`src/rtl/vpd_pkg.sv`:
```
// Package: payload types, configuration view, state codes and reset values.
`default_nettype none
package vpd_pkg;

  typedef struct packed {
    logic signed [15:0] sample;
    logic signed [15:0] baseline;
  } vpd_in_t;

  typedef struct packed {
    logic       vehicle_counted;
    logic [1:0] detector_state;
  } vpd_out_t;

  // Live register values seen by the detector
  typedef struct packed {
    logic [15:0] upper_threshold;
    logic [15:0] lower_threshold;
    logic [7:0]  confirm_count;
    logic [15:0] max_amplitude;
  } vpd_cfg_t;

  localparam int unsigned DEV_W   = 17;
  localparam int unsigned ADDR_W  = 5;
  localparam int unsigned RIDX_W  = 3;

  localparam logic [1:0] ST_WAITING  = 2'd0;
  localparam logic [1:0] ST_DETECTED = 2'd1;
  localparam logic [1:0] ST_ERROR    = 2'd2;

  localparam logic [RIDX_W-1:0] REG_UPPER   = 3'd0;
  localparam logic [RIDX_W-1:0] REG_LOWER   = 3'd1;
  localparam logic [RIDX_W-1:0] REG_CONFIRM = 3'd2;
  localparam logic [RIDX_W-1:0] REG_HOLDOFF = 3'd3;
  localparam logic [RIDX_W-1:0] REG_MAXAMP  = 3'd4;

  localparam logic [15:0] UPPER_RST   = 16'd20;
  localparam logic [15:0] LOWER_RST   = 16'd10;
  localparam logic [7:0]  CONFIRM_RST = 8'd1;
  localparam logic [15:0] HOLDOFF_RST = 16'd0;
  localparam logic [15:0] MAXAMP_RST  = 16'd250;

  localparam logic [7:0]  RUN_MAX     = 8'd255;

  // Two's complement magnitude; the most negative code gives 32768
  function automatic logic [DEV_W-1:0] mag16(input logic [15:0] v);
    logic [DEV_W-1:0] ext;
    ext = {1'b0, v};
    if (v[15]) begin
      return 17'h10000 - ext;
    end
    return ext;
  endfunction

endpackage
`default_nettype wire

```
`src/rtl/vehicle_presence_detector_core.sv`:
```
// Top level: vehicle presence detector with hysteresis and confirm-count debounce.
`default_nettype none
// One result per accepted request: it passes from the input register to the result
// register, which takes it when the result is not stalled. A new request can be taken
// every cycle while the result is not stalled: detector state, run count and holdoff
// count update together in the result stage, which sets the one-request-per-cycle rate.
// A stalled result holds the request in the input register and so stalls the input. The
// holdoff count loads only at reset, when it is back at zero, so a write to it is stored and read back
// but does not change detection. Write configuration only while no request is in flight.
module vehicle_presence_detector_core
  import vpd_pkg::*;
(
  input  wire logic              clk,
  input  wire logic              rst_n,
  input  wire logic              in_valid,
  output logic                   in_stall,
  input  wire vpd_in_t           in_data,
  output logic                   out_valid,
  input  wire logic              out_stall,
  output vpd_out_t               out_data,
  input  wire logic              psel,
  input  wire logic              penable,
  input  wire logic              pwrite,
  input  wire logic [ADDR_W-1:0] paddr,
  input  wire logic [31:0]       pwdata,
  output logic [31:0]            prdata,
  output logic                   pready
);

  vpd_cfg_t         cfg;
  logic             take;
  logic             dev_valid;
  logic [DEV_W-1:0] dev;

  vpd_cfg u_cfg (
    .clk     (clk),
    .rst_n   (rst_n),
    .psel    (psel),
    .penable (penable),
    .pwrite  (pwrite),
    .paddr   (paddr),
    .pwdata  (pwdata),
    .prdata  (prdata),
    .pready  (pready),
    .cfg     (cfg)
  );

  vpd_dev u_dev (
    .clk       (clk),
    .rst_n     (rst_n),
    .in_valid  (in_valid),
    .in_stall  (in_stall),
    .in_data   (in_data),
    .take      (take),
    .dev_valid (dev_valid),
    .dev       (dev)
  );

  vpd_fsm u_fsm (
    .clk       (clk),
    .rst_n     (rst_n),
    .cfg       (cfg),
    .dev_valid (dev_valid),
    .dev       (dev),
    .take      (take),
    .out_valid (out_valid),
    .out_stall (out_stall),
    .out_data  (out_data)
  );

endmodule
`default_nettype wire

```
`src/rtl/vpd_cfg.sv`:
```
// APB-style register file for thresholds, confirm count, holdoff and amplitude limit.
`default_nettype none
module vpd_cfg
  import vpd_pkg::*;
(
  input  wire logic              clk,
  input  wire logic              rst_n,
  input  wire logic              psel,
  input  wire logic              penable,
  input  wire logic              pwrite,
  input  wire logic [ADDR_W-1:0] paddr,
  input  wire logic [31:0]       pwdata,
  output logic [31:0]            prdata,
  output logic                   pready,
  output vpd_cfg_t               cfg
);

  logic [15:0] upper_r;
  logic [15:0] lower_r;
  logic [7:0]  confirm_r;
  logic [15:0] holdoff_r;
  logic [15:0] maxamp_r;
  logic [RIDX_W-1:0] idx;
  logic        wr_en;

  assign idx    = paddr[ADDR_W-1:2];
  assign pready = 1'b1;
  assign wr_en  = psel && penable && pwrite;

  always_ff @(posedge clk) begin
    if (!rst_n) begin
      upper_r   <= UPPER_RST;
      lower_r   <= LOWER_RST;
      confirm_r <= CONFIRM_RST;
      holdoff_r <= HOLDOFF_RST;
      maxamp_r  <= MAXAMP_RST;
    end else if (wr_en) begin
      unique case (idx)
        REG_UPPER:   upper_r   <= pwdata[15:0];
        REG_LOWER:   lower_r   <= pwdata[15:0];
        REG_CONFIRM: confirm_r <= pwdata[7:0];
        REG_HOLDOFF: holdoff_r <= pwdata[15:0];
        REG_MAXAMP:  maxamp_r  <= pwdata[15:0];
        default: ;
      endcase
    end
  end

  always_comb begin
    unique case (idx)
      REG_UPPER:   prdata = {16'd0, upper_r};
      REG_LOWER:   prdata = {16'd0, lower_r};
      REG_CONFIRM: prdata = {24'd0, confirm_r};
      REG_HOLDOFF: prdata = {16'd0, holdoff_r};
      REG_MAXAMP:  prdata = {16'd0, maxamp_r};
      default:     prdata = 32'd0;
    endcase
  end

  assign cfg.upper_threshold = upper_r;
  assign cfg.lower_threshold = lower_r;
  assign cfg.confirm_count   = confirm_r;
  assign cfg.max_amplitude   = maxamp_r;

endmodule
`default_nettype wire

```
`src/rtl/vpd_dev.sv`:
```
// Input register stage and deviation | |sample| - |baseline| |.
`default_nettype none
module vpd_dev
  import vpd_pkg::*;
(
  input  wire logic       clk,
  input  wire logic       rst_n,
  input  wire logic       in_valid,
  output logic            in_stall,
  input  wire vpd_in_t    in_data,
  input  wire logic       take,
  output logic            dev_valid,
  output logic [DEV_W-1:0] dev
);

  vpd_in_t          in_r;
  logic             v_r;
  logic             v_nxt;
  logic             ready;
  logic [DEV_W-1:0] ms;
  logic [DEV_W-1:0] mb;

  // Free when empty or when the held request moves on this cycle
  assign ready    = !v_r || take;
  assign in_stall = !ready;
  assign v_nxt    = ready ? in_valid : v_r;

  always_ff @(posedge clk) begin
    if (!rst_n) begin
      v_r <= 1'b0;
    end else begin
      v_r <= v_nxt;
    end
  end

  always_ff @(posedge clk) begin
    if (in_valid && ready) begin
      in_r <= in_data;
    end
  end

  assign ms        = mag16(in_r.sample);
  assign mb        = mag16(in_r.baseline);
  assign dev       = (ms >= mb) ? (ms - mb) : (mb - ms);
  assign dev_valid = v_r;

endmodule
`default_nettype wire

```
`src/rtl/vpd_fsm.sv`:
```
// Detector state, run and holdoff counters, and the result register.
`default_nettype none
module vpd_fsm
  import vpd_pkg::*;
(
  input  wire logic             clk,
  input  wire logic             rst_n,
  input  wire vpd_cfg_t         cfg,
  input  wire logic             dev_valid,
  input  wire logic [DEV_W-1:0] dev,
  output logic                  take,
  output logic                  out_valid,
  input  wire logic             out_stall,
  output vpd_out_t              out_data
);

  logic [1:0]  state_r, state_nxt;
  logic [7:0]  run_r, run_nxt, run_inc;
  logic [15:0] holdoff_r, holdoff_nxt;
  logic        counted;
  logic        out_valid_r;
  vpd_out_t    out_r;
  logic        out_free;

  assign out_free = !out_valid_r || !out_stall;
  assign take     = dev_valid && out_free;
  assign run_inc  = (run_r == RUN_MAX) ? RUN_MAX : run_r + 8'd1;

  always_comb begin
    state_nxt   = state_r;
    run_nxt     = run_r;
    holdoff_nxt = holdoff_r;
    counted     = 1'b0;
    priority if (dev > {1'b0, cfg.max_amplitude}) begin
      // Amplitude error: counters hold
      state_nxt = ST_ERROR;
    end else if (holdoff_r != 16'd0) begin
      holdoff_nxt = holdoff_r - 16'd1;
      run_nxt     = 8'd0;
    end else if (state_r == ST_WAITING) begin
      if (dev > {1'b0, cfg.upper_threshold}) begin
        run_nxt = run_inc;
        if (run_inc >= cfg.confirm_count) begin
          counted   = 1'b1;
          state_nxt = ST_DETECTED;
        end
      end else begin
        run_nxt = 8'd0;
      end
    end else begin
      if (dev < {1'b0, cfg.lower_threshold}) begin
        run_nxt = run_inc;
        if (run_inc >= cfg.confirm_count) begin
          state_nxt = ST_WAITING;
        end
      end else begin
        run_nxt = 8'd0;
      end
    end
  end

  always_ff @(posedge clk) begin
    if (!rst_n) begin
      state_r     <= ST_WAITING;
      run_r       <= 8'd0;
      holdoff_r   <= HOLDOFF_RST;
      out_valid_r <= 1'b0;
    end else begin
      if (take) begin
        state_r   <= state_nxt;
        run_r     <= run_nxt;
        holdoff_r <= holdoff_nxt;
      end
      if (out_free) begin
        out_valid_r <= dev_valid;
      end
    end
  end

  always_ff @(posedge clk) begin
    if (take) begin
      out_r.vehicle_counted <= counted;
      out_r.detector_state  <= state_nxt;
    end
  end

  assign out_valid = out_valid_r;
  assign out_data  = out_r;

  a_count_in_detected: assert property (@(posedge clk) disable iff (!rst_n)
    out_valid_r && out_r.vehicle_counted |-> out_r.detector_state == ST_DETECTED)
    else $error("vehicle counted without entering detected state");

  a_count_from_waiting: assert property (@(posedge clk) disable iff (!rst_n)
    take && counted |-> state_r == ST_WAITING)
    else $error("vehicle counted outside waiting state");

  a_holdoff_no_rise: assert property (@(posedge clk) disable iff (!rst_n)
    $past(rst_n) |-> holdoff_r <= $past(holdoff_r))
    else $error("holdoff counter increased");

  a_state_only_on_take: assert property (@(posedge clk) disable iff (!rst_n)
    !take |=> $stable(state_r) && $stable(run_r))
    else $error("detector state moved without a request");

endmodule
`default_nettype wire

```
`config.mk`:
```
export PLATFORM = sky130hd
export DESIGN_NAME = vehicle_presence_detector_core
export DESIGN_NICKNAME = d
export VERILOG_FILES = /design/src/rtl/vpd_pkg.sv /design/src/rtl/vehicle_presence_detector_core.sv /design/src/rtl/vpd_cfg.sv /design/src/rtl/vpd_dev.sv /design/src/rtl/vpd_fsm.sv
export SDC_FILE = /design/constraint.sdc
export NUM_CORES = 1
export LEC_CHECK = 0
export CAP_MARGIN = 20
export CORE_ASPECT_RATIO = 1.5
export CORE_MARGIN = 2
export CORE_UTILIZATION = 41
export DETAILED_ROUTE_END_ITERATION = 12
export DONT_BUFFER_PORTS = 1
export HOLD_SLACK_MARGIN = 0.08
export SLEW_MARGIN = 20
export SYNTH_ARGS = -nofsm -noshare
export SYNTH_HDL_FRONTEND = slang
export SYNTH_SLANG_ARGS = --single-unit
```
`constraint.sdc`:
```
create_clock -name clk -period 6.05 [get_ports clk]
set_input_delay 0.3025 -clock clk [delete_from_list [all_inputs] [get_ports clk]]
set_output_delay 0.3025 -clock clk [all_outputs]
set_load 0.03 [all_outputs]
```
## Word level (Yosys, flattened, before mapping)

Index checks and enable logic that the tools add are counted.

| storage, ports and cells | value |
|---|---|
| word-level logic and storage cells | 75 |
| input bits | 76 |
| register bits after elaboration | 135 |
| output and inout bits | 38 |

| cells by class | value |
|---|---|
| bitwise operators | 3 |
| order comparisons | 5 |
| muxes and demuxes | 21 |
| equality and inequality tests | 5 |
| add/subtract/negate cells | 6 |
| reduce and logical (&&, ||, !) cells | 21 |

Operators by type and width:

| kind | number |
|---|---|
| 2-to-1 mux 17 bit | 5 |
| one-hot mux 16 bit (5 select lines) | 1 |
| 2-to-1 mux 8 bit | 5 |
| greater-than comparator 17 x 16 -> 1 bit | 2 |
| subtractor 17 x 16 -> 17 bit (first input constant) | 2 |
| subtractor 17 bit | 2 |
| >= comparator 17 bit | 1 |
| less-than comparator 17 x 16 -> 1 bit | 1 |
| nonzero test 16 bit | 1 |
| subtractor 16 x 1 -> 16 bit (second input constant) | 1 |
| 2-to-1 mux 2 bit | 7 |
| AND reduction 2 bit | 6 |
| adder 8 x 1 -> 8 bit (second input constant) | 1 |
| == test 8 bit (second input constant) | 1 |
| >= comparator 8 bit | 1 |
| == test 3 x 2 -> 1 bit (second input constant) | 2 |
| logical AND 1 bit | 4 |
| zero test 1 bit | 4 |
| OR reduction 4 bit | 1 |
| == test 3 x 1 -> 1 bit (second input constant) | 1 |
| == test 3 bit (second input constant) | 1 |
| zero test 3 bit | 1 |
| 2-to-1 mux 1 bit | 3 |
| NOT 1 bit | 3 |
| 3 further kinds | 4 |

## Depth between registers and ports, before layout

| logic depth | value |
|---|---|
| depth after elaboration | 10 |
| mapped depth | 30 |

## Cells and area by module

Synthesis repeated with hierarchy kept, for this count alone.

| unflattened totals | value |
|---|---|
| cell total of the unflattened synthesis | 1080 |
| area total of the unflattened synthesis | 9596.7 um^2 |

By module, submodules not included:

| module | instances | cells an instance | area each (um^2) | sequential area each (um^2) |
|---|---|---|---|---|
| vpd_cfg | 1 | 367 | 3454.6 | 1441.4 |
| vpd_dev | 1 | 346 | 3195.6 | 980.9 |
| vpd_fsm | 1 | 367 | 2946.6 | 630.6 |

## Worst setup path before layout

Ideal clock, no wire load.

| timing | value |
|---|---|
| kind | reg-to-reg |
| start | reg u_dev.in_r[4] in the netlist's numbering |
| end | reg u_fsm.run_r[6] |
| stages on the path, launching flop included | 28 |
| clock period less this slack | 6.362 ns |
| setup slack | -0.312 ns |
| arrival time | 6.226 ns |
| library setup time | 0.136 ns |
| path buffers | 3 |
| cell sequence | edfxtp_1 nor4_1 inv_1 nor3_1 nand3_1 or4b_2 ha_1 clkbuf_1 a21oi_1 a21oi_1 a211oi_1 o21a_1 nand2_1 buf_2 mux2_1 a31oi_1 o21ai_0 xor2_1 ha_1 a21oi_1 o21ai_0 nor4_1 nor2_1 o221ai_1 nand2_1 buf_6 nor2_1 o22ai_1 |

| on the way | value |
|---|---|
| cells in the longest elaborated chain, start to end | 9 |

Ends and longest elaborated chain:

| item | line | RTL |
|---|---|---|
| from (decl) | vpd_dev.sv:16 | `vpd_in_t in_r;` |
| from (signal assigned) | vpd_dev.sv:38 | `in_r <= in_data;` |
| subtractor 17 x 16 -> 17 bit | vpd_pkg.sv:50 | `return 17'h10000 - ext;` |
| 2-to-1 mux 17 bit | vpd_pkg.sv:49 | `if (v[15]) begin` |
| 2-to-1 mux 17 bit * | vpd_pkg.sv:52 | `return ext;` |
| subtractor 17 bit / >= comparator 17 bit (equally long branches) | vpd_dev.sv:44 | `assign dev = (ms >= mb) ? (ms - mb) : (mb - ms);` |
| 2-to-1 mux 17 bit * | vpd_dev.sv:44 |  |
| less-than comparator 17 x 16 -> 1 bit / greater-than comparator 17 x 16 -> 1 bit (equally long branches) | vpd_fsm.sv:51, vpd_fsm.sv:41 |  |
| 2-to-1 mux 8 bit (on tied branches) | vpd_fsm.sv:51, vpd_fsm.sv:41 |  |
| 2-to-1 mux 8 bit | vpd_fsm.sv:40 | `end else if (state_r == ST_WAITING) begin` |
| 2-to-1 mux 8 bit | vpd_fsm.sv:37 | `end else if (holdoff_r != 16'd0) begin` |
| to (signal assigned) | vpd_fsm.sv:71 | `run_r <= run_nxt;` |
| to (decl) | vpd_fsm.sv:18 | `logic [7:0] run_r, run_nxt, run_inc;` |

Mark *: on every way between the ends. The rest lies on a longest branch, timed or not. The select of a mux whose other input is x is not followed.
A chain may end at the register's enable or synchronous reset.

## Worst setup path after layout

| timing | value |
|---|---|
| start | reg u_dev.in_r[4] in the netlist's numbering |
| end | reg u_fsm.run_r[5] |

The elaborated chain is that of the path after synthesis.

==> results.txt <==
The endpoint identified for the worst register-to-register timing path is u_fsm.run_r[5]$_SDFFE_PN0P_. The share of final-layout standard cells stronger than drive strength 1 works out to 0.154. The post-placement cell area is 9930 um^2.

The logs give 0.128 ns for the final critical-path setup slack and 2095 for the fill cell instance count of the final layout. The worst hold path passes through 2 cells. In this run the worst path has a maximum fanout of 8. Family of cells with the greatest summed delay on the critical path: compound AO/OA/AOI/OAI gates. The number of antenna violations at the first check in global routing is 0, and the width of the die is 127 um. Root buffer cell: sky130_fd_sc_hd__clkbuf_16. The clock period minus final worst setup slack was 5.92 ns; the multi-input combinational cell area was 5920 um^2. The level count of the clock H-tree was 4. Summed over all nets, the half-perimeter wirelength after detailed placement is 17.8 mm. The maximum clock frequency was 169 MHz. The slew of the pin with the lowest slew margin is 1.01 ns, and the depth of the worst register-to-register path is 30.

Dividing the detail-routed via count by the number of cells gives 5.39. Counting flops and latches in the post-synthesis netlist gives 135. The tools report the total DRC errors in the routed layout as 0. STA classifies the critical path startpoint as a register. The setup path with the least slack is of type register to register.

The clock latency on the worst-skew pair is 0.44 ns. For this design the top-level I/O count stands at 114. After synthesis, the largest family of logic cells by area is simple AND/OR/NAND/NOR gates. The number of enable-type register cells in the synthesized netlist was 35; the share of flip-flops with an asynchronous set or reset was 0. The most numerous cell on the critical path was sky130_fd_sc_hd__buf_4. The count of placed standard cells including taps is 1446.

Number of CTS-inserted buffers: 17. The area enclosed by the die boundary is 23800 um^2. The most critical setup path has its startpoint at u_dev.in_r[4]$_DFFE_PP_. Combined global-route utilization of all metal layers: 0.204.

The vertical extent of the die was 188 um. The slowest stage of the critical path belongs to the cell sky130_fd_sc_hd__a2111o_1. The XOR/XNOR share of the synthesized area works out to 0.0455. Buffers placed on the I/O ports in this run total 0. The maximum buffer depth of the clock tree is 2, and the clock-pin slew reported for the worst setup and hold paths after clock tree synthesis is 0.07 ns. The detailed router placed 8317 vias in this run.

For the number of clock sinks seen by CTS, the log shows 135. The average wire length per cell after detail routing is 15.7 um. The initialized floorplan defines 67 standard-cell rows. The worst clock skew was 0.00858 ns; the effective utilization at floorplan was 0.416.

The adder-cell share of the synthesized area was 0.129; the number of max-slew violations in the final report was 0. Setup violations remaining at the end of the flow were counted as 0. Post-synthesis simple-gate area fraction: 0.189. For the worst slew margin relative to its limit, the log shows 0.322. The total overflow left after global routing is 0. TritonCTS built the clock tree. The data arrival time of the worst path was 6.28 ns. Leading register cell type out of synthesis: sky130_fd_sc_hd__dfxtp_1.

The first global-routing pass estimated 39.6 mm of wire. The logs give 593 for the number of DRC violations after detailed-routing iteration 0 and 0 ns for the total negative setup slack. Instance count on the critical path: 30. Setup repair after global routing could not meet its margin everywhere. In this run the static leakage power is 4.69 nW. The data required time of the critical path was 6.41 ns. The run gives 1147 as the gate count after technology mapping. Area fraction in compound gates after synthesis: 0.185. The region available for standard cell placement spans 22200 um^2. The sequential share of the synthesized area was 0.330; the count of unique library cells instantiated by Yosys was 69.

Biggest cell delay along the critical path: 0.52 ns. At the end of routability-driven placement, the weighted congestion stood at 0.892. The routed design has 24.2 mm of wire.

Max-cap check violation count: 0. The register cell area after layout is 3050 um^2. The average cell area after synthesis was 8.06 um^2. The repair_antennas step left the layout with diodes totalling 0.

For this run, the number of Yosys warnings is 0. The buffer and inverter count on the worst path is 6. The number of routed nets with antenna violations is 0. For the post-route cell area, the log shows 11600 um^2. The min-delay analysis places its worst path in the category primary input to register. The pre-antenna-repair detailed-routing pass consisted of 5 iterations. The run gives 0 as the hold violation total from the final report.

The area of the mapped netlist came out at 9250 um^2. The maximum number of pins on one net before global-route repair was 47; the number of nets in the finished design was 1425. The run finished with clean final reports. The number of global-route vias before repair was 8159; the largest vdd supply drop was 203 uV. Synthesis-to-layout area growth: 24.9%.

The tools report the endpoint kind of the worst setup timing path as a register. The worst-case setup slack after placement is -0.176 ns. The power density normalized to cell area is 284 nW/um^2. In this run the critical register-to-register path is launched from u_dev.in_r[4]$_DFFE_PP_.

For this run, the number of standard cells in the final layout without fillers is 1544. The portion of netlist area occupied by mux cells was 0.0417. Capturing instance or port of the critical path: u_fsm.run_r[5]$_SDFFE_PN0P_.

Setup slack on the worst reg-to-reg path comes out at 0.13 ns. The final period utilization works out to 0.979.
==> synth_stat cells (all sizes together), types with 5 or more instances <==
cell      n  area share
a211oi    8      0.0065
a21o     17       0.014
a21oi   117       0.063
a22oi     8      0.0065
a31oi     9      0.0061
and2      9      0.0062
and3      7      0.0049
buf      24       0.019
clkbuf   43       0.017
dfxtp   100        0.22
edfxtp   35        0.11
ha       92        0.12
inv     107       0.043
mux2i    34       0.037
nand2   184       0.075
nand2b   13      0.0088
nand3    23       0.012
nand3b    6      0.0053
nand4    12      0.0081
nor2     65       0.026
nor2b     7      0.0047
nor3     12      0.0065
nor4      9      0.0091
o211ai   15       0.012
o21a      5      0.0041
o21ai    49       0.027
o21bai    5      0.0041
o22ai    16       0.011
o31ai    11      0.0089
or3      14      0.0096
xnor2    22       0.021
xor2     26       0.025
==> worst reg2reg max path, delay by kind of cell, from the launching register on <==
family          cells  cell delay [ns]
compound gates     12             2.12
simple gates        7             1.26
xor+xnor            2             0.40
flops               1             0.40
fa+ha+maj           2             0.57
mux                 1             0.19
buf+inv             6             0.89
==> sequential cells by signal, summed over array words and instances, names as in the netlist <==
name / cells
u_dev.dev_valid: 1
u_cfg.confirm_r: 8
u_fsm.out_valid: 1
u_cfg.maxamp_r: 16
u_fsm.state_r: 2
u_cfg.upper_r: 16
u_fsm.run_r: 8
u_cfg.lower_r: 16
u_fsm.out_data: 3
u_fsm.holdoff_r: 16
u_cfg.holdoff_r: 16
u_dev.in_r: 32
==> routing by layer <==
layer	global-route usage	up-vias	part of all wire
met1	0.244	3918	0.43
met4	0.0626	0	0.020
met3	0.0351	35	0.040
li1	-	4178	-
met5	0	-	0
met2	0.369	186	0.51
==> stage by stage <==
stage / hold slack, ns / power [mW] / utilization
floorplan: 0.401 / 1.71 / -
global placement: 0.374 / 1.99 / 0.447
detailed placement: 0.380 / 2.01 / 0.447
CTS: 0.126 / 3.18 / 0.504
global route: 0.134 / 3.48 / 0.520
finish: 0.142 / 3.28 / 0.520
==> kinds of logic (layout without fill, tap and decap cells) <==
logic type      Yosys count  in the layout
compound gates          283            283
mux                      38             38
simple gates            373            373
fa+ha+maj                94             94
flops                   135            135
buf+inv                 174            278
xor+xnor                 48             48
other cells               2             19
==> report_power, final <==
group	total [mW]	internal (mW)	switching, mW
logic	1.20	0.557	0.647
registers	0.974	0.952	0.0217
clock network	1.11	0.654	0.451
total	3.28	2.16	1.12
==> worst min path at each step <==
stage | slack (ns) | start | endpoint
2_1_floorplan | 0.40 | in_data[0] | u_dev.in_r[0]$_DFFE_PP_
3_3_place_gp | 0.37 | rst_n | u_cfg.confirm_r[0]$_SDFFE_PN1P_
3_5_place_dp | 0.38 | rst_n | u_cfg.confirm_r[0]$_SDFFE_PN1P_
4_1_cts | 0.13 | rst_n | u_cfg.upper_r[2]$_SDFFE_PN1P_
5_1_grt | 0.13 | rst_n | u_cfg.upper_r[2]$_SDFFE_PN1P_
6_report | 0.14 | rst_n | u_cfg.upper_r[2]$_SDFFE_PN1P_
==> timing repair <==
action | 4_1_cts | 5_1_grt
pin swaps | 9 | 37
resized for setup | 18 | 61
hold buffers | 52 | 0
endpoints found under the setup margin | 20 | 29
buffers inserted | 3 | 11
endpoints found under the hold margin | 121 | 0
==> area by class of cell <==
type	count	area share
Timing Repair Buffer	139	0.105
Sequential cell	135	0.264
Clock buffer	19	0.0402
Clock inverter	13	0.0135
Inverter	107	0.0348
Tap cell	276	0.0299
Multi-Input combinational cell	855	0.512
==> cell usage in the layout (no fill, tap or decap), drive strengths merged, types with 9 or more instances in the layout <==
cell type,instances
dlygate4sd3,51
o211ai,15
nor3,12
nand4,12
xor2,26
a21o,17
a21oi,117
o22ai,16
ha,92
dfxtp,100
nand3,23
edfxtp,35
buf,88
inv,113
nor2,65
mux2i,34
conb,19
xnor2,22
nand2b,13
nor4,9
nand2,184
or3,14
o21ai,49
clkbuf,19
and2,9
o31ai,11
a31oi,9
(Power assumes the default switching activity.)
